===== src/rtl/core/scbar_pkg.sv =====
package scbar_pkg;

    localparam int CHANNELS      = 6;
    localparam int ADC_BITS      = 24;
    localparam int DISCARD_LSBS  = 6;
    localparam int CALIB_SAMPLES = 100;

    localparam int SAMPLE_W  = ADC_BITS - DISCARD_LSBS;
    localparam int VALUE_W   = SAMPLE_W + 1;
    localparam int ACC_W     = SAMPLE_W + $clog2(CALIB_SAMPLES);
    localparam int BIT_IDX_W = $clog2(ADC_BITS + 2);

    localparam int     DIV_SHIFT = ACC_W + $clog2(CALIB_SAMPLES) - 1;
    localparam longint DIV_MULT  = ((64'd1 << DIV_SHIFT) + CALIB_SAMPLES - 1) / CALIB_SAMPLES;
    localparam int     MULT_W    = $clog2(DIV_MULT + 1);

    localparam int WAIT_W     = 10;
    localparam int MS_W       = 10;
    localparam int ERR_W      = 8;
    localparam int SKIP_W     = 8;
    localparam int PULSE_W    = 8;
    localparam int CFG_IDX_W  = 3;
    localparam int CFG_DATA_W = 10;
    localparam int STATUS_W   = 2;

    localparam logic [STATUS_W-1:0] ST_RUN  = 2'd0;
    localparam logic [STATUS_W-1:0] ST_CAL  = 2'd1;
    localparam logic [STATUS_W-1:0] ST_FAIL = 2'd2;

    typedef logic signed [VALUE_W-1:0] value_t;

    typedef struct packed {
        logic clear_shift;
        logic shift_en;
        logic finish;
        logic zero_cal;
        logic acc_add;
        logic load_offset;
    } lane_ctl_t;

    typedef struct packed {
        logic                        sclk;
        value_t [CHANNELS-1:0]       values;
        logic                        data_updated;
        logic [STATUS_W-1:0]         status;
    } result_t;

endpackage


===== src/rtl/core/scbar_seq.sv =====
module scbar_seq (
    input  logic                                clk,
    input  logic                                rst_n,
    input  logic                                cfg_we,
    input  logic [scbar_pkg::CFG_IDX_W-1:0]     cfg_index,
    input  logic [scbar_pkg::CFG_DATA_W-1:0]    cfg_wdata,
    input  logic                                fire,
    input  logic                                all_low,
    input  logic                                edge_seen,
    input  logic                                ms_tick,
    input  logic                                read_ack,
    input  logic                                calibrate,
    output scbar_pkg::lane_ctl_t                ctl,
    output logic                                sclk_next,
    output logic                                data_updated_next,
    output logic [scbar_pkg::STATUS_W-1:0]      status_next
);

    localparam logic [2:0] PH_IDLE    = 3'd0;
    localparam logic [2:0] PH_WAIT    = 3'd1;
    localparam logic [2:0] PH_LOW     = 3'd2;
    localparam logic [2:0] PH_HIGH    = 3'd3;
    localparam logic [2:0] PH_TAIL    = 3'd4;
    localparam logic [2:0] PH_PWR_OFF = 3'd5;
    localparam logic [2:0] PH_FAILED  = 3'd6;

    localparam logic [1:0] CAL_NONE = 2'd0;
    localparam logic [1:0] CAL_SKIP = 2'd1;
    localparam logic [1:0] CAL_AVG  = 2'd2;

    localparam logic [scbar_pkg::CFG_IDX_W-1:0] CFG_WAIT_TIMEOUT = 3'd0;
    localparam logic [scbar_pkg::CFG_IDX_W-1:0] CFG_READ_TIMEOUT = 3'd1;
    localparam logic [scbar_pkg::CFG_IDX_W-1:0] CFG_MAX_ERRORS   = 3'd2;
    localparam logic [scbar_pkg::CFG_IDX_W-1:0] CFG_SKIP_SAMPLES = 3'd3;
    localparam logic [scbar_pkg::CFG_IDX_W-1:0] CFG_PULSE_CYCLES = 3'd4;

    localparam logic [scbar_pkg::WAIT_W-1:0]  WAIT_TIMEOUT_RST = 10'd50;
    localparam logic [scbar_pkg::MS_W-1:0]    READ_TIMEOUT_RST = 10'd200;
    localparam logic [scbar_pkg::ERR_W-1:0]   MAX_ERRORS_RST   = 8'd10;
    localparam logic [scbar_pkg::SKIP_W-1:0]  SKIP_SAMPLES_RST = 8'd50;
    localparam logic [scbar_pkg::PULSE_W-1:0] PULSE_CYCLES_RST = 8'd120;

    localparam logic [scbar_pkg::MS_W-1:0]  MS_MAX  = '1;
    localparam logic [scbar_pkg::ERR_W-1:0] ERR_MAX = '1;
    localparam logic [scbar_pkg::ERR_W-1:0] CALIB_TARGET = scbar_pkg::ERR_W'(scbar_pkg::CALIB_SAMPLES);

    logic [scbar_pkg::WAIT_W-1:0]    wait_timeout_reg;
    logic [scbar_pkg::MS_W-1:0]      read_timeout_reg;
    logic [scbar_pkg::ERR_W-1:0]     max_errors_reg;
    logic [scbar_pkg::SKIP_W-1:0]    skip_samples_reg;
    logic [scbar_pkg::PULSE_W-1:0]   pulse_cycles_reg;

    logic [2:0]                      phase_reg, phase_next;
    logic [scbar_pkg::BIT_IDX_W-1:0] bit_index_reg, bit_index_next;
    logic [scbar_pkg::PULSE_W-1:0]   pulse_timer_reg, pulse_timer_next;
    logic [scbar_pkg::WAIT_W-1:0]    wait_timer_reg, wait_timer_next;
    logic [scbar_pkg::MS_W-1:0]      since_read_reg, since_read_next;
    logic [scbar_pkg::ERR_W-1:0]     error_count_reg, error_count_next;
    logic [scbar_pkg::SKIP_W-1:0]    calib_count_reg, calib_count_next;
    logic [1:0]                      calib_phase_reg, calib_phase_next;
    logic                            updated_reg, updated_next;
    logic                            pending_reg, pending_next;

    logic [scbar_pkg::PULSE_W:0]     pulse_inc;
    logic                            pulse_done;
    scbar_pkg::lane_ctl_t            ctl_c;

    assign pulse_inc  = {1'b0, pulse_timer_reg} + 1'b1;
    assign pulse_done = pulse_inc >= {1'b0, pulse_cycles_reg};

    always_comb
    begin
        phase_next       = phase_reg;
        bit_index_next   = bit_index_reg;
        pulse_timer_next = pulse_timer_reg;
        wait_timer_next  = wait_timer_reg;
        since_read_next  = since_read_reg;
        error_count_next = error_count_reg;
        calib_count_next = calib_count_reg;
        calib_phase_next = calib_phase_reg;
        updated_next     = updated_reg;
        pending_next     = pending_reg;
        ctl_c            = '0;

        if (read_ack)
        begin
            updated_next = 1'b0;
        end

        if (phase_reg != PH_FAILED && error_count_reg >= max_errors_reg)
        begin
            phase_next       = PH_FAILED;
            calib_phase_next = CAL_NONE;
        end

        if (phase_next != PH_FAILED)
        begin
            if (calibrate && calib_phase_next == CAL_NONE)
            begin
                calib_count_next = '0;
                if (skip_samples_reg == '0)
                begin
                    calib_phase_next = CAL_AVG;
                    ctl_c.zero_cal   = 1'b1;
                end
                else
                begin
                    calib_phase_next = CAL_SKIP;
                end
            end

            if (edge_seen && phase_next != PH_WAIT && phase_next != PH_PWR_OFF)
            begin
                pending_next = 1'b1;
            end

            unique case (phase_next)
                PH_IDLE:
                begin
                    if (pending_next)
                    begin
                        pending_next    = 1'b0;
                        wait_timer_next = '0;
                        phase_next      = PH_WAIT;
                    end
                end
                PH_WAIT:
                begin
                    if (all_low)
                    begin
                        ctl_c.clear_shift = 1'b1;
                        bit_index_next    = '0;
                        pulse_timer_next  = '0;
                        phase_next        = PH_LOW;
                    end
                    else if (ms_tick)
                    begin
                        wait_timer_next = wait_timer_reg + 1'b1;
                        if (wait_timer_next >= wait_timeout_reg)
                        begin
                            phase_next = PH_IDLE;
                        end
                    end
                end
                PH_LOW:
                begin
                    pulse_timer_next = pulse_done ? '0 : pulse_inc[scbar_pkg::PULSE_W-1:0];
                    if (pulse_done)
                    begin
                        phase_next = PH_HIGH;
                    end
                end
                PH_HIGH:
                begin
                    pulse_timer_next = pulse_done ? '0 : pulse_inc[scbar_pkg::PULSE_W-1:0];
                    if (pulse_done)
                    begin
                        if (bit_index_reg < scbar_pkg::BIT_IDX_W'(scbar_pkg::ADC_BITS))
                        begin
                            ctl_c.shift_en = 1'b1;
                        end
                        bit_index_next = bit_index_reg + 1'b1;
                        phase_next = (bit_index_next > scbar_pkg::BIT_IDX_W'(scbar_pkg::ADC_BITS))
                                     ? PH_TAIL : PH_LOW;
                    end
                end
                PH_TAIL:
                begin
                    pulse_timer_next = pulse_done ? '0 : pulse_inc[scbar_pkg::PULSE_W-1:0];
                    if (pulse_done)
                    begin
                        ctl_c.finish     = 1'b1;
                        error_count_next = '0;
                        since_read_next  = '0;
                        phase_next       = PH_IDLE;
                        unique case (calib_phase_next)
                            CAL_SKIP:
                            begin
                                calib_count_next = calib_count_next + 1'b1;
                                if (calib_count_next >= skip_samples_reg)
                                begin
                                    calib_phase_next = CAL_AVG;
                                    calib_count_next = '0;
                                    ctl_c.zero_cal   = 1'b1;
                                end
                            end
                            CAL_AVG:
                            begin
                                ctl_c.acc_add    = 1'b1;
                                calib_count_next = calib_count_next + 1'b1;
                                if (calib_count_next >= CALIB_TARGET)
                                begin
                                    ctl_c.load_offset = 1'b1;
                                    calib_phase_next  = CAL_NONE;
                                    calib_count_next  = '0;
                                end
                            end
                            default:
                            begin
                                updated_next = 1'b1;
                            end
                        endcase
                    end
                end
                PH_PWR_OFF:
                begin
                    if (ms_tick)
                    begin
                        phase_next = PH_IDLE;
                    end
                end
                default:
                begin
                    phase_next = PH_FAILED;
                end
            endcase

            if (ms_tick)
            begin
                if (since_read_next >= read_timeout_reg)
                begin
                    since_read_next  = '0;
                    if (error_count_next != ERR_MAX)
                    begin
                        error_count_next = error_count_next + 1'b1;
                    end
                    pulse_timer_next = '0;
                    if (error_count_next >= max_errors_reg)
                    begin
                        phase_next       = PH_FAILED;
                        calib_phase_next = CAL_NONE;
                    end
                    else
                    begin
                        phase_next = PH_PWR_OFF;
                    end
                end
                else if (since_read_next != MS_MAX)
                begin
                    since_read_next = since_read_next + 1'b1;
                end
            end
        end
    end

    assign ctl               = fire ? ctl_c : '0;
    assign sclk_next         = (phase_next == PH_HIGH) || (phase_next == PH_PWR_OFF)
                               || (phase_next == PH_FAILED);
    assign data_updated_next = updated_next;
    assign status_next       = (phase_next == PH_FAILED) ? scbar_pkg::ST_FAIL
                             : (calib_phase_next != CAL_NONE) ? scbar_pkg::ST_CAL
                             : scbar_pkg::ST_RUN;

    always_ff @(posedge clk or negedge rst_n)
    begin
        if (!rst_n)
        begin
            wait_timeout_reg <= WAIT_TIMEOUT_RST;
            read_timeout_reg <= READ_TIMEOUT_RST;
            max_errors_reg   <= MAX_ERRORS_RST;
            skip_samples_reg <= SKIP_SAMPLES_RST;
            pulse_cycles_reg <= PULSE_CYCLES_RST;
        end
        else if (cfg_we)
        begin
            unique case (cfg_index)
                CFG_WAIT_TIMEOUT: wait_timeout_reg <= cfg_wdata[scbar_pkg::WAIT_W-1:0];
                CFG_READ_TIMEOUT: read_timeout_reg <= cfg_wdata[scbar_pkg::MS_W-1:0];
                CFG_MAX_ERRORS:   max_errors_reg   <= cfg_wdata[scbar_pkg::ERR_W-1:0];
                CFG_SKIP_SAMPLES: skip_samples_reg <= cfg_wdata[scbar_pkg::SKIP_W-1:0];
                CFG_PULSE_CYCLES: pulse_cycles_reg <= cfg_wdata[scbar_pkg::PULSE_W-1:0];
                default:
                begin
                end
            endcase
        end
    end

    always_ff @(posedge clk or negedge rst_n)
    begin
        if (!rst_n)
        begin
            phase_reg       <= PH_IDLE;
            bit_index_reg   <= '0;
            pulse_timer_reg <= '0;
            wait_timer_reg  <= '0;
            since_read_reg  <= '0;
            error_count_reg <= '0;
            calib_count_reg <= '0;
            calib_phase_reg <= CAL_NONE;
            updated_reg     <= 1'b0;
            pending_reg     <= 1'b0;
        end
        else if (fire)
        begin
            phase_reg       <= phase_next;
            bit_index_reg   <= bit_index_next;
            pulse_timer_reg <= pulse_timer_next;
            wait_timer_reg  <= wait_timer_next;
            since_read_reg  <= since_read_next;
            error_count_reg <= error_count_next;
            calib_count_reg <= calib_count_next;
            calib_phase_reg <= calib_phase_next;
            updated_reg     <= updated_next;
            pending_reg     <= pending_next;
        end
    end

endmodule


===== config.mk =====
export PLATFORM = sky130hd
export DESIGN_NAME = scbar_seq
export DESIGN_NICKNAME = d
export VERILOG_FILES = /design/src/rtl/core/scbar_pkg.sv /design/src/rtl/core/scbar_seq.sv
export SDC_FILE = /design/constraint.sdc
export NUM_CORES = 1
export LEC_CHECK = 0
export BUFFER_PORTS_ARGS = -buffer_cell sky130_fd_sc_hd__clkbuf_2
export CORE_MARGIN = 4
export CORE_UTILIZATION = 60
export CTS_BUF_LIST = sky130_fd_sc_hd__clkbuf_2 sky130_fd_sc_hd__clkbuf_4 sky130_fd_sc_hd__clkbuf_8
export CTS_CLUSTER_SIZE = 16
export DETAILED_ROUTE_END_ITERATION = 6
export GPL_TIMING_DRIVEN = 0
export PLACE_DENSITY_LB_ADDON = 0.08
export SLEW_MARGIN = 5
export SYNTH_ARGS = -nofsm -noshare
export SYNTH_HDL_FRONTEND = slang
export SYNTH_SLANG_ARGS = --single-unit

===== constraint.sdc =====
create_clock -name clk -period 8 [get_ports clk]
set_input_delay 0.8 -clock clk [delete_from_list [all_inputs] [get_ports clk]]
set_output_delay 0.8 -clock clk [all_outputs]
set_load 0.05 [all_outputs]

==> metrics <==
TritonRoute pass-1 iters 5; WL final between 15000 and 20000 um; Setup crit end kind output port; cell area after synthesis 6860 um2; FF-to-FF End pulse_timer_reg[6]$_DFFE_PN0P_; hold-fix buffer count after cts 0; Cells after Synth around 800; setup tns final 0 ns; fillers around 930; max-cap violations 0; area taken by multi-input logic gates 4020 um2; vias in the first global route 5978; Critical R2R Launch pulse_timer_reg[2]$_DFFE_PN0P_; CP required roughly 7 ns; crit-path max FO 10; CP Launch Type register; final hold violations 0; FF+latch count, synth 100; TritonCTS Buffers 9; Layout Nets between 900 and 1k; Max Root-Sink Buffers 2; count leader, synth nand2_1; Post-CTS Setup Repair Bufs 0; Final period util 93.0%; chip height between 100 and 150 um; Antenna Nets Post-Route 0; port bufs 29; R2R Setup Slk 2.06 ns; Peak VDD IR 0.169 mV; Initial Utilization 62.2%; sequential share of the synthesized area around 37%; status finished clean; die width 115 um; count of different cell masters after synthesis 72; GRT overflow 0; fmax around 130 MHz; layout cell share with drive strength beyond 1 around 12%; shortest period the worst path allows 7.44 ns; Worst-Margin Slew slightly below 1 ns; syn nets between 800 and 900; hold slack final 0.432 ns; placer congestion estimate approximately 0.9; Mapped Avg Cell Area approximately 8.6 um2; Final Util around 67%; RSZ-0062 raised after global routing no; CTS root buf clkbuf_8; initial antenna violation count 0; Slew Limit Fails 0; largest net degree at the start of global routing between 100 and 150; Final Skew around 0.019 ns; CP Class register to output port; synth-to-layout area growth 7.95%; Ys Warns 0; path depth of the worst reg2reg path 20; core area 11000 um2; Post-DP HPWL roughly 13000 um; TritonCTS clock tree built; die area ~13000 um2; register area 2520 um2; diodes inserted 0; first-pass GRT wire length roughly 30000 um; clk slew on worst S/H paths about 0.10 ns; Rel. slew slack approximately 34%; dominant cell type by area after synthesis dfrtp_1; drt drc 0; initial DRC count around 600; EDFF count, synth 0; Post-synth top cells nand2_1 (100), o21ai_0 (96), dfrtp_1 (85), ha_1 (62), inv_1 (59); Clock Latency Late Sink 0.40 ns; clk sinks 100; IO Count 32; Final setup viols 0; CTS resizes 0; overall power roughly 0.0014 W; Synth top area share 31.0%; vias per cell 6.13; P_leak 3.39 nW; GRT Total Usage 28.1%; largest cells by area after synthesis dfrtp_1 (31%), ha_1 (11%), o21ai_0 (7.0%); Pwr per Cell Area about 200 nW/um2; Synth Flop Type dfrtp_1; site row count 38; Worst EP arrival around 6.6 ns; H-tree depth 3; WL per Instance approximately 18 um; post-synthesis async set-or-reset flop share 100%; total number of vias between 6k and 7k; worst hold path class input port to asynchronous set/reset pin
==> layout make-up <==
cell class                      count  area share, %
Inverter                           60           3.04
Buffer                             27           1.59
Sequential cell                   100           34.0
Clock buffer                        9           1.67
Timing Repair Buffer               29           2.08
Multi-Input combinational cell    611           54.2
Tap cell                          140           2.37
Clock inverter                      7          0.963
==> power breakdown <==
part	total (W)	switching [W]	internal, W
Clock	0.000327	0.000206	0.000121
Combinational	0.000474	0.000293	0.000181
Sequential	0.000648	0.0000538	0.000594
==> cells in the final DEF, fill, tap and decap left out, types with 7 or more instances in the layout <==
cell	count
clkbuf_2	28
dfrtp_1	85
o31ai_1	8
a31oi_1	10
xnor2_1	12
ha_1	62
inv_1	59
clkbuf_8	10
nor2_1	55
a21o_1	7
a211oi_1	7
nand3_1	34
nand2b_1	16
o211ai_1	7
dfstp_2	15
o21ai_0	96
nor3_1	8
xor2_1	12
mux2_2	15
and3_1	16
a21oi_1	37
nand2_1	100
and2_1	15
buf_2	7
clkbuf_1	19
==> through the flow <==
step	instances	setup slack (ns)	area [um2]
2_1_floorplan	798	1.28	6860
5_1_grt	983	0.0748	7410
4_1_cts	983	0.171	7390
3_3_place_gp	967	0.756	7180
6_report	983	0.559	7410
3_5_place_dp	967	0.629	7190
==> kinds of logic after synthesis <==
logic type	synth area share, %
XOR/XNOR	3.06
AND/OR/NAND/NOR	20.1
AO/OA/AOI/OAI	21.0
adder cells (fa/ha/maj)	11.3
flip-flops	36.7
buffers and inverters	5.00
multiplexers	2.75
==> how the worst max path moves through the flow <==
stage,startpoint,endpoint
after global routing,pulse_timer_reg[0]$_DFFE_PN0P_,status_next[0]
after CTS,pulse_timer_reg[0]$_DFFE_PN0P_,status_next[0]
after global placement,pulse_timer_reg[0]$_DFFE_PN0P_,status_next[0]
final,pulse_timer_reg[2]$_DFFE_PN0P_,status_next[0]
after detailed placement,pulse_timer_reg[0]$_DFFE_PN0P_,status_next[0]
after floorplan,pulse_timer_reg[2]$_DFFE_PN0P_,status_next[0]
==> layer usage <==
layer	GRT usage (%)	wire (um)	vias to the layer above
met5	0	0	-
met4	10.3	476	0
met3	5.11	829	32
met2	45.8	8280	174
met1	37.5	7900	2909
li1	-	-	2915
==> worst max-delay path: stages (launching register included) <==
cell	delay, ns
dfrtp_1	0.45
and3_1	0.20
and3_1	0.25
nand3_1	0.11
xnor2_1	0.17
ha_1	0.35
nand3_1	0.11
o31a_2	0.42
a211o_4	0.42
buf_6	0.16
and2_4	0.16
ha_1	0.25
and3_1	0.26
and3_1	0.23
nand3_1	0.10
nand2b_1	0.25
mux2_2	0.39
ha_1	0.27
nand3_1	0.09
a21oi_1	0.06
a2111oi_0	0.38
o21bai_1	0.17
a21oi_2	0.28
and2_1	0.21
a2bb2oi_1	0.21
clkbuf_2	0.31
Power figures use the tool's default switching activity.
