[config.mk]
export PLATFORM = sky130hd
export DESIGN_NAME = scbar_lane
export DESIGN_NICKNAME = d
export VERILOG_FILES = /design/src/rtl/core/scbar_pkg.sv /design/src/rtl/core/scbar_lane.sv
export SDC_FILE = /design/constraint.sdc
export NUM_CORES = 1
export LEC_CHECK = 0
export BUFFER_PORTS_ARGS = -buffer_cell sky130_fd_sc_hd__buf_2
export CAP_MARGIN = 20
export CORE_UTILIZATION = 30
export DETAILED_ROUTE_END_ITERATION = 8
export PLACE_DENSITY = 0.5
export SYNTH_ARGS = -nofsm -noshare
export SYNTH_HDL_FRONTEND = slang
export SYNTH_SLANG_ARGS = --single-unit
[constraint.sdc]
create_clock -name clk -period 6.7 [get_ports clk]
set_input_delay 0 -clock clk [delete_from_list [all_inputs] [get_ports clk]]
set_output_delay 0 -clock clk [all_outputs]
set_load 0.03 [all_outputs]
[src/rtl/core/scbar_pkg.sv]
package scbar_pkg;

    localparam int CHANNELS      = 6;
    localparam int ADC_BITS      = 24;
    localparam int DISCARD_LSBS  = 6;
    localparam int CALIB_SAMPLES = 100;

    localparam int SAMPLE_W  = ADC_BITS - DISCARD_LSBS;
    localparam int VALUE_W   = SAMPLE_W + 1;
    localparam int ACC_W     = SAMPLE_W + $clog2(CALIB_SAMPLES);
    localparam int BIT_IDX_W = $clog2(ADC_BITS + 2);

    localparam int     DIV_SHIFT = ACC_W + $clog2(CALIB_SAMPLES) - 1;
    localparam longint DIV_MULT  = ((64'd1 << DIV_SHIFT) + CALIB_SAMPLES - 1) / CALIB_SAMPLES;
    localparam int     MULT_W    = $clog2(DIV_MULT + 1);

    localparam int WAIT_W     = 10;
    localparam int MS_W       = 10;
    localparam int ERR_W      = 8;
    localparam int SKIP_W     = 8;
    localparam int PULSE_W    = 8;
    localparam int CFG_IDX_W  = 3;
    localparam int CFG_DATA_W = 10;
    localparam int STATUS_W   = 2;

    localparam logic [STATUS_W-1:0] ST_RUN  = 2'd0;
    localparam logic [STATUS_W-1:0] ST_CAL  = 2'd1;
    localparam logic [STATUS_W-1:0] ST_FAIL = 2'd2;

    typedef logic signed [VALUE_W-1:0] value_t;

    typedef struct packed {
        logic clear_shift;
        logic shift_en;
        logic finish;
        logic zero_cal;
        logic acc_add;
        logic load_offset;
    } lane_ctl_t;

    typedef struct packed {
        logic                        sclk;
        value_t [CHANNELS-1:0]       values;
        logic                        data_updated;
        logic [STATUS_W-1:0]         status;
    } result_t;

endpackage

[src/rtl/core/scbar_lane.sv]
module scbar_lane (
    input  logic                 clk,
    input  logic                 rst_n,
    input  scbar_pkg::lane_ctl_t ctl,
    input  logic                 pin,
    output logic                 line_low,
    output scbar_pkg::value_t    value_next
);

    logic        [scbar_pkg::ADC_BITS-1:0]                  shift_reg;
    logic        [scbar_pkg::ADC_BITS-1:0]                  shift_next;
    logic signed [scbar_pkg::SAMPLE_W-1:0]                  sample_reg;
    logic signed [scbar_pkg::SAMPLE_W-1:0]                  sample_next;
    logic signed [scbar_pkg::SAMPLE_W-1:0]                  offset_reg;
    logic signed [scbar_pkg::SAMPLE_W-1:0]                  offset_next;
    logic signed [scbar_pkg::SAMPLE_W-1:0]                  raw_sample;
    logic signed [scbar_pkg::SAMPLE_W-1:0]                  avg;
    logic signed [scbar_pkg::ACC_W-1:0]                     acc_reg;
    logic signed [scbar_pkg::ACC_W-1:0]                     acc_next;
    logic signed [scbar_pkg::ACC_W-1:0]                     raw_ext;
    logic signed [scbar_pkg::ACC_W-1:0]                     sum;
    logic        [scbar_pkg::ACC_W-1:0]                     mag_reg;
    logic                                                   neg_reg;
    logic                                                   neg2_reg;
    logic        [scbar_pkg::MULT_W-1:0]                    div_k;
    logic        [scbar_pkg::ACC_W+scbar_pkg::MULT_W-1:0]   prod_reg;
    logic        [scbar_pkg::SAMPLE_W-1:0]                  quot;
    logic signed [scbar_pkg::VALUE_W-1:0]                   sample_ext;
    logic signed [scbar_pkg::VALUE_W-1:0]                   offset_ext;

    assign line_low   = ~pin;
    assign raw_sample = $signed(shift_reg[scbar_pkg::ADC_BITS-1 -: scbar_pkg::SAMPLE_W]);
    assign raw_ext    = $signed({{(scbar_pkg::ACC_W-scbar_pkg::SAMPLE_W){raw_sample[scbar_pkg::SAMPLE_W-1]}},
                                 raw_sample});
    assign sum        = acc_reg + raw_ext;
    assign div_k      = scbar_pkg::MULT_W'(scbar_pkg::DIV_MULT);
    assign quot       = prod_reg[scbar_pkg::DIV_SHIFT +: scbar_pkg::SAMPLE_W];
    assign avg        = neg2_reg ? -$signed(quot) : $signed(quot);

    // average pipeline: the sum's magnitude and sign are registered, then the reciprocal product
    always_ff @(posedge clk)
    begin
        mag_reg  <= sum[scbar_pkg::ACC_W-1] ? $unsigned(-sum) : $unsigned(sum);
        neg_reg  <= sum[scbar_pkg::ACC_W-1];
        prod_reg <= mag_reg * div_k;
        neg2_reg <= neg_reg;
    end

    always_comb
    begin
        if (ctl.clear_shift)
        begin
            shift_next = '0;
        end
        else if (ctl.shift_en)
        begin
            shift_next = {shift_reg[scbar_pkg::ADC_BITS-2:0], pin};
        end
        else
        begin
            shift_next = shift_reg;
        end

        sample_next = ctl.finish ? raw_sample : sample_reg;

        acc_next = ctl.zero_cal ? '0 : acc_reg;
        if (ctl.acc_add)
        begin
            acc_next = acc_next + raw_ext;
        end

        if (ctl.load_offset)
        begin
            offset_next = avg;
        end
        else if (ctl.zero_cal)
        begin
            offset_next = '0;
        end
        else
        begin
            offset_next = offset_reg;
        end

        sample_ext = $signed({sample_next[scbar_pkg::SAMPLE_W-1], sample_next});
        offset_ext = $signed({offset_next[scbar_pkg::SAMPLE_W-1], offset_next});
        value_next = sample_ext - offset_ext;
    end

    always_ff @(posedge clk or negedge rst_n)
    begin
        if (!rst_n)
        begin
            shift_reg  <= '0;
            sample_reg <= '0;
            offset_reg <= '0;
            acc_reg    <= '0;
        end
        else
        begin
            shift_reg  <= shift_next;
            sample_reg <= sample_next;
            offset_reg <= offset_next;
            acc_reg    <= acc_next;
        end
    end

endmodule

==> impl_metrics.py, run 1 <==
metrics = {
    "synthesis": {
        "synth_cell_type_count": 74,
        "avgSynthCellArea_um2": 9.76,
        "synth_top_area_share_pct": 24.3,
        "syn-cell-area_mm2": 0.0190,
        "synth_ff_type": "dfrtp_1",
        "yosys_register_bits": 130,
        "synth_area_leaders": "fa_1 (24%), ha_1 (23%), dfrtp_1 (11%)",
        "yosysWarnings": 0,
        "synth_common_cells": "inv_1 (440), ha_1 (352), fa_1 (230), dfrtp_1 (85), xnor2_1 (74)",
        "synth.most_common_cell": "inv_1",
        "syn_nets": 2532,
        "synth-async-reset-ratio_pct": 65.4,
        "yosysSeqAreaShare_pct": 16.0,
        "syn-instance-count": 1941,
        "synth_edf_count": 0,
        "synth_top_cell_by_area": "fa_1",
    },
    "hold_path": {
        "holdPathEnd": "offset_reg[16]$_DFF_PN0_",
        "min_from": "ctl[0]",
        "hp-class": "primary input to flop",
        "whs_path_depth": 2,
    },
    "die": {
        "io_pins": 29,
        "die_area_mm2": 0.0642,
        "rows": 91,
        "coreArea_mm2": 0.0621,
        "initial_core_util_pct": 30.5,
        "die_w_um": 253,
        "die_y_um": 253,
    },
    "clocking": {
        "root_buffer": "clkbuf_16",
        "clkTransAtPathRegs_ns": 0.06,
        "htreeDepth": 4,
        "cts.sinks": 130,
        "insertion_delay_ns": 0.42,
        "cts_tree": "yes",
        "clock_path_buffers": 2,
        "cts-buffers-inserted": 17,
    },
    "route": {
        "wirelength_um": 48700,
        "dr.max_layer_used": "met4",
        "firstDrtPassIters": 5,
        "drt_iter0_drc": 674,
        "antenna_left": 0,
        "wl_met3_um": 1320,
        "vias": 13400,
        "dr_wl_met2_um": 22900,
        "post-route-drc-count": 0,
        "routedWlPerCell_um": 16.9,
        "viasPerCell": 4.66,
        "wl_met1_um": 23500,
    },
    "cells_and_area": {
        "nNetsFinal": 2617,
        "drive_gt1_share_pct": 9.51,
        "syn_to_final_growth_pct": 12.1,
        "num_antenna_cells": 0,
        "layout.cells.non_filler": 2876,
    },
    "placed_design": {
        "portBuffers": 28,
        "hpwl_um": 41900,
        "dp_cells": 2840,
        "gp_congestion": 0.913,
    },
    "pwr": {
        "p_leak_nw": 11.8,
        "peakVddDrop_v": 0.000115,
        "power_density_mw_per_mm2": 104,
        "power.total_w": 0.00221,
    },
    "timing": {
        "period_minus_slack_ns": 6.40,
        "final_hold_viol_count": 0,
        "fin_worst_skew_ns": 0.0100,
        "tightestPinTransition_ns": 1.05,
        "holdWs_ns": 0.0842,
        "drv_slew": 0,
        "fin_tns_setup_ns": 0,
        "fin_crit_sh_pct": 95.5,
        "max-slew-margin-rel_pct": 29.0,
        "max_freq_mhz": 156,
        "finalSetupViolations": 0,
    },
    "setup_path": {
        "worstPathArrival_ns": 6.71,
        "r2r_start": "mag_reg[11]$_DFF_P_",
        "path_class": "flop to flop",
        "reg2reg_to": "prod_reg[43]$_DFF_P_",
        "critPathLaunchType": "flop",
        "crit_required_ns": 7.01,
        "setup.worst_path.end_class": "flop",
        "rr_worst_depth": 23,
        "rrSetupSlack_ns": 0.30,
        "worst-path-max-fanout": 6,
    },
    "run": {
        "max-cap-violations": 0,
    },
    "global_routing": {
        "antenna_found_initial": 0,
        "grt.total_usage_pct": 16.0,
        "grt-ovfl-total": 0,
        "grt_max_degree": 50,
        "grt_first_pass_wirelength_um": 78800,
        "grt_pass1_vias": 14100,
    },
    "status": {
        "status": "finished, final reports clean",
    },
}
[worst max-delay path, cell delays in order (launching register included)]
cell and delay (ns):
dfxtp_2 0.43, buf_4 0.19, fa_1 0.43, ha_1 0.33, fa_1 0.53, fa_1 0.60
fa_2 0.46, fa_1 0.49, inv_1 0.05, fa_1 0.47, inv_1 0.04, ha_1 0.22
a2111oi_4 0.31, o21ai_1 0.11, a31o_2 0.30, a21oi_2 0.17, and3b_2 0.21, buf_4 0.11
nor3_1 0.05, o311ai_1 0.23, buf_4 0.17, nand2_1 0.08, buf_4 0.18, xnor2_1 0.12
[metrics by stage]
step / area (um2) / worst slack (ns) / utilization [%]
floorplan: 19000 / 0.432 / -
global placement: 20500 / 0.0862 / 33.0
detailed placement: 20500 / -0.0127 / 33.0
CTS: 21100 / 0.00857 / 34.1
global route: 21200 / -0.00930 / 34.2
finish: 21200 / 0.301 / 34.2
[metal layers]
| layer | up-vias | track usage, % |
|---|---|---|
| li1 | 6611 | - |
| met1 | 6592 | 22.0 |
| met2 | 171 | 26.5 |
| met3 | 42 | 1.76 |
| met4 | 0 | 4.19 |
| met5 | - | 0 |
[how the worst max path moves through the flow]
stage                   startpoint              endpoint  cells after the start
3_3_place_gp    mag_reg[3]$_DFF_P_  prod_reg[43]$_DFF_P_                     25
5_1_grt        mag_reg[16]$_DFF_P_  prod_reg[43]$_DFF_P_                     25
3_5_place_dp   mag_reg[16]$_DFF_P_  prod_reg[44]$_DFF_P_                     24
4_1_cts        mag_reg[13]$_DFF_P_  prod_reg[44]$_DFF_P_                     23
6_report       mag_reg[11]$_DFF_P_  prod_reg[43]$_DFF_P_                     23
2_1_floorplan  mag_reg[15]$_DFF_P_  prod_reg[44]$_DFF_P_                     21
[cells in the final DEF (no fill, tap or decap), types with 35 or more instances in the layout]
cell type / n
ha_1: 348
nand2_1: 61
a21oi_1: 58
a21o_1: 43
inv_1: 440
nor2_1: 62
o21ai_0: 50
fa_1: 229
nor2b_1: 35
dfrtp_1: 85
xnor2_1: 74
buf_4: 60
[what timing repair did]
action                                 4_1_cts  5_1_grt
hold buffers                                 3        0
endpoints found under the hold margin       38        0
setup endpoints to repair                    4       11
resized for setup                            7       25
setup buffers                                0        1
pin swaps                                    1        5
[cells by family after synthesis]
group / Yosys count / synth area share (%)
and+or+nand+nor: 305 / 8.44
DFF: 130 / 16.0
muxes: 60 / 3.39
AOI/OAI and AO/OA: 296 / 10.7
xor gates and xnor gates: 102 / 4.71
adders and majority gates: 582 / 47.5
buffers and inverters: 466 / 9.24
[area by class of cell]
class | instances | area, um2
sequential | 130 | 3040
fill | 6314 | 40800
inverter | 441 | 1660
timing repair buffer | 91 | 627
clock buffer | 22 | 497
multi-input combinational | 1345 | 14300
clock inverter | 10 | 95.1
tap | 837 | 1050
[where the power goes]
group	total [W]	leakage, nW	switching [W]	internal [W]
Clock	0.000937	0.288	0.000370	0.000567
Sequential	0.000813	1.54	0.0000137	0.000799
Combinational	0.000456	9.96	0.000284	0.000172
Total	0.00221	11.8	0.000667	0.00154
(Power assumes the default switching activity.)
==> inputs of run 2 (changes only) <==
- ABC_AREA: not set -> 1
- PLACE_DENSITY: 0.5 -> 0.49
==> run 2 against run 1 <==
Compared with the run above:
- non-clock buffer count shrank 52
- routed wire length grew 27%
- via count is 25% higher
- global-route usage rose by 2.4 points
- hold slack gained 0.00057 ns
- synthesized cell count grew 37%
- largest cell class unchanged
- flip-flop and latch count is the same
- count of clock-buffer cells in the layout down 4
- worst setup slack improved by 0.24 ns
- clock power decreased by 2%
- area after synthesis rose by 9.9%
- critical path type unchanged
- sequential share of layout area decreased by 0.98 points
==> impl_metrics.py, run 2 <==
metrics = {
    "setup_path": {
        "rr_worst_depth": 19,
        "critPathLaunchType": "flop",
        "crit_required_ns": 7.07,
        "rrSetupSlack_ns": 0.54,
        "endpoint": "prod_reg[44]$_DFF_P_",
        "path_class": "flop to flop",
        "reg2reg_to": "prod_reg[44]$_DFF_P_",
        "setup.worst_path.end_class": "flop",
        "critical_path.startpoint": "mag_reg[19]$_DFF_P_",
        "r2r_start": "mag_reg[19]$_DFF_P_",
        "worst-path-max-fanout": 9,
        "worstPathArrival_ns": 6.54,
    },
    "cells_and_area": {
        "num_antenna_cells": 0,
        "final_cell_mix": "inv_1 (656), nand2_1 (434), ha_1 (352), fa_1 (230), nor2_1 (180)",
        "drive_gt1_share_pct": 4.78,
        "syn_to_final_growth_pct": 8.91,
        "nNetsFinal": 3276,
        "final_area_mm2": 0.0227,
        "final_common_cell": "inv_1",
        "layout.cells.non_filler": 3629,
        "num-fill-cells": 7422,
    },
    "die": {
        "die_w_um": 265,
        "initial_core_util_pct": 30.4,
        "die_area_mm2": 0.0705,
        "coreArea_mm2": 0.0686,
        "rows": 96,
        "io_pins": 29,
        "die_y_um": 265,
    },
    "synthesis": {
        "synth_top_cell_by_area": "fa_1",
        "syn-instance-count": 2652,
        "yosysSeqAreaShare_pct": 14.5,
        "synth_edf_count": 0,
        "synth.most_common_cell": "inv_1",
        "synth_area_leaders": "fa_1 (22%), ha_1 (21%), inv_1 (12%)",
        "synth-async-reset-ratio_pct": 65.4,
        "yosys.area_share.simple_pct": 17.4,
        "yosysWarnings": 0,
        "syn-cell-area_mm2": 0.0208,
        "synthAdderAreaFrac_pct": 43.3,
        "synth-compound-area-share_pct": 8.96,
        "synth_xor_area_share_pct": 3.28,
        "synth_top_family_by_area": "adder cells",
        "synth.mux.area_fraction_pct": 0.0541,
        "avgSynthCellArea_um2": 7.85,
        "synth_common_cells": "inv_1 (656), nand2_1 (434), ha_1 (352), fa_1 (230), nor2_1 (180)",
        "synth_ff_type": "dfrtp_1",
        "syn_nets": 3243,
        "synth_cell_type_count": 53,
        "yosys_register_bits": 130,
        "synth_top_area_share_pct": 22.1,
    },
    "global_routing": {
        "grt_pass1_vias": 17700,
        "grt_first_pass_wirelength_um": 98800,
        "grt.total_usage_pct": 18.4,
        "grt-ovfl-total": 0,
        "grt_max_degree": 72,
        "antenna_found_initial": 0,
    },
    "timing": {
        "fin_worst_skew_ns": 0.0261,
        "period_minus_slack_ns": 6.16,
        "final_hold_viol_count": 0,
        "tightestPinTransition_ns": 0.966,
        "max-slew-margin-rel_pct": 35.3,
        "max_freq_mhz": 162,
        "rsz0062_at_grt": "no",
        "finalSetupViolations": 0,
        "fin_crit_sh_pct": 92.0,
        "fin_tns_setup_ns": 0,
        "drv_slew": 0,
    },
    "route": {
        "vias": 16800,
        "wirelength_um": 61800,
        "antenna_left": 0,
        "routedWlPerCell_um": 17.0,
        "post-route-drc-count": 0,
        "drt_iter0_drc": 977,
        "firstDrtPassIters": 6,
        "viasPerCell": 4.62,
    },
    "pwr": {
        "p_sw_share_pct": 50.9,
        "comb_power_share_pct": 61.0,
        "p_seq_share_pct": 19.9,
        "p_clk_share_pct": 19.0,
        "peakVddDrop_v": 0.000354,
        "p_int_w": 0.00238,
        "power_switching_w": 0.00247,
        "power_density_mw_per_mm2": 214,
        "p_leak_nw": 12.5,
        "power.total_w": 0.00485,
    },
    "hold_path": {
        "hp-class": "primary input to flop",
    },
    "clocking": {
        "clock_path_buffers": 2,
        "cts_resized": 0,
        "insertion_delay_ns": 0.50,
        "root_buffer": "clkbuf_16",
        "htreeDepth": 4,
        "cts-buffers-inserted": 17,
        "cts_tree": "yes",
        "clkTransAtPathRegs_ns": 0.08,
        "cts.sinks": 130,
    },
    "placed_design": {
        "gp_congestion": 0.969,
        "postPlaceCellArea_mm2": 0.0221,
        "dp_cells": 3591,
        "hpwl_um": 54300,
        "portBuffers": 28,
    },
    "status": {
        "status": "finished, final reports clean",
    },
    "run": {
        "max-cap-violations": 0,
    },
}
[run 2: power groups by stage]
stage          Sequential, W  Clock (W)  Combinational (W)
6_report            0.000966   0.000922            0.00296
5_1_grt             0.000976   0.000972            0.00336
4_1_cts             0.000965   0.000950            0.00301
3_5_place_dp        0.000977          0            0.00297
3_3_place_gp        0.000978          0            0.00299
2_1_floorplan       0.000935          0            0.00206
[run 2: area by class of cell]
cell class	instances	area, um2	share of cell area [%]
Clock buffer	18	429	1.89
Clock inverter	14	123	0.541
Inverter	665	2500	11.0
Multi-Input combinational cell	1832	15200	67.0
Sequential cell	130	3030	13.4
Tap cell	931	1160	5.14
Timing Repair Buffer	39	240	1.06
[run 2: critical path, stage by stage, from the launching register on]
cell	delay [ns]
dfxtp_1	0.72
ha_1	0.46
fa_1	0.54
inv_1	0.05
fa_1	0.50
inv_1	0.06
fa_1	0.57
fa_1	0.45
fa_1	0.59
ha_1	0.26
ha_1	0.41
nand2_1	0.14
nor2_1	0.25
inv_1	0.17
nor2_1	0.17
inv_1	0.07
o21a_1	0.19
o21ai_0	0.13
a21oi_1	0.13
xnor2_1	0.18
[run 2: metrics by stage]
step | hold slack [ns] | utilization, % | setup slack [ns]
floorplan | -0.296 | - | 1.42
global placement | -0.138 | 32.2 | 0.614
detailed placement | -0.136 | 32.2 | 0.571
CTS | 0.0501 | 33.1 | 0.571
global route | 0.123 | 33.1 | 0.241
finish | 0.0847 | 33.1 | 0.538
[run 2: per-layer routing]
layer  share of wire, %  wire length [um]  global-route usage [%]
met1                 46             28600                    24.3
met2                 48             29400                    31.0
met3                4.4              2740                    3.34
met4                1.7              1070                    4.53
met5                  0                 0                       0
[run 2: worst min path at each step]
stage | start | endpoint | slack, ns | cells after the start
3_3_place_gp | rst_n | sample_reg[14]$_DFF_PN0_ | -0.14 | 1
6_report | ctl[5] | shift_reg[18]$_DFFE_PN0P_ | 0.08 | 3
4_1_cts | ctl[5] | shift_reg[18]$_DFFE_PN0P_ | 0.05 | 3
3_5_place_dp | rst_n | sample_reg[14]$_DFF_PN0_ | -0.14 | 1
2_1_floorplan | rst_n | acc_reg[0]$_DFF_PN0_ | -0.30 | 0
5_1_grt | ctl[5] | shift_reg[17]$_DFFE_PN0P_ | 0.12 | 3
[run 2: logic make-up after synthesis]
family / Yosys count
adder cells (fa/ha/maj): 582
multiplexers: 1
flip-flops: 130
buffers and inverters: 690
AO/OA/AOI/OAI: 335
XOR/XNOR: 78
AND/OR/NAND/NOR: 836
[run 2: timing repair]
action,4_1_cts,5_1_grt
endpoints found under the hold margin,94,0
setup endpoints to repair,0,0
hold buffers,6,0
buffers inserted,0,0
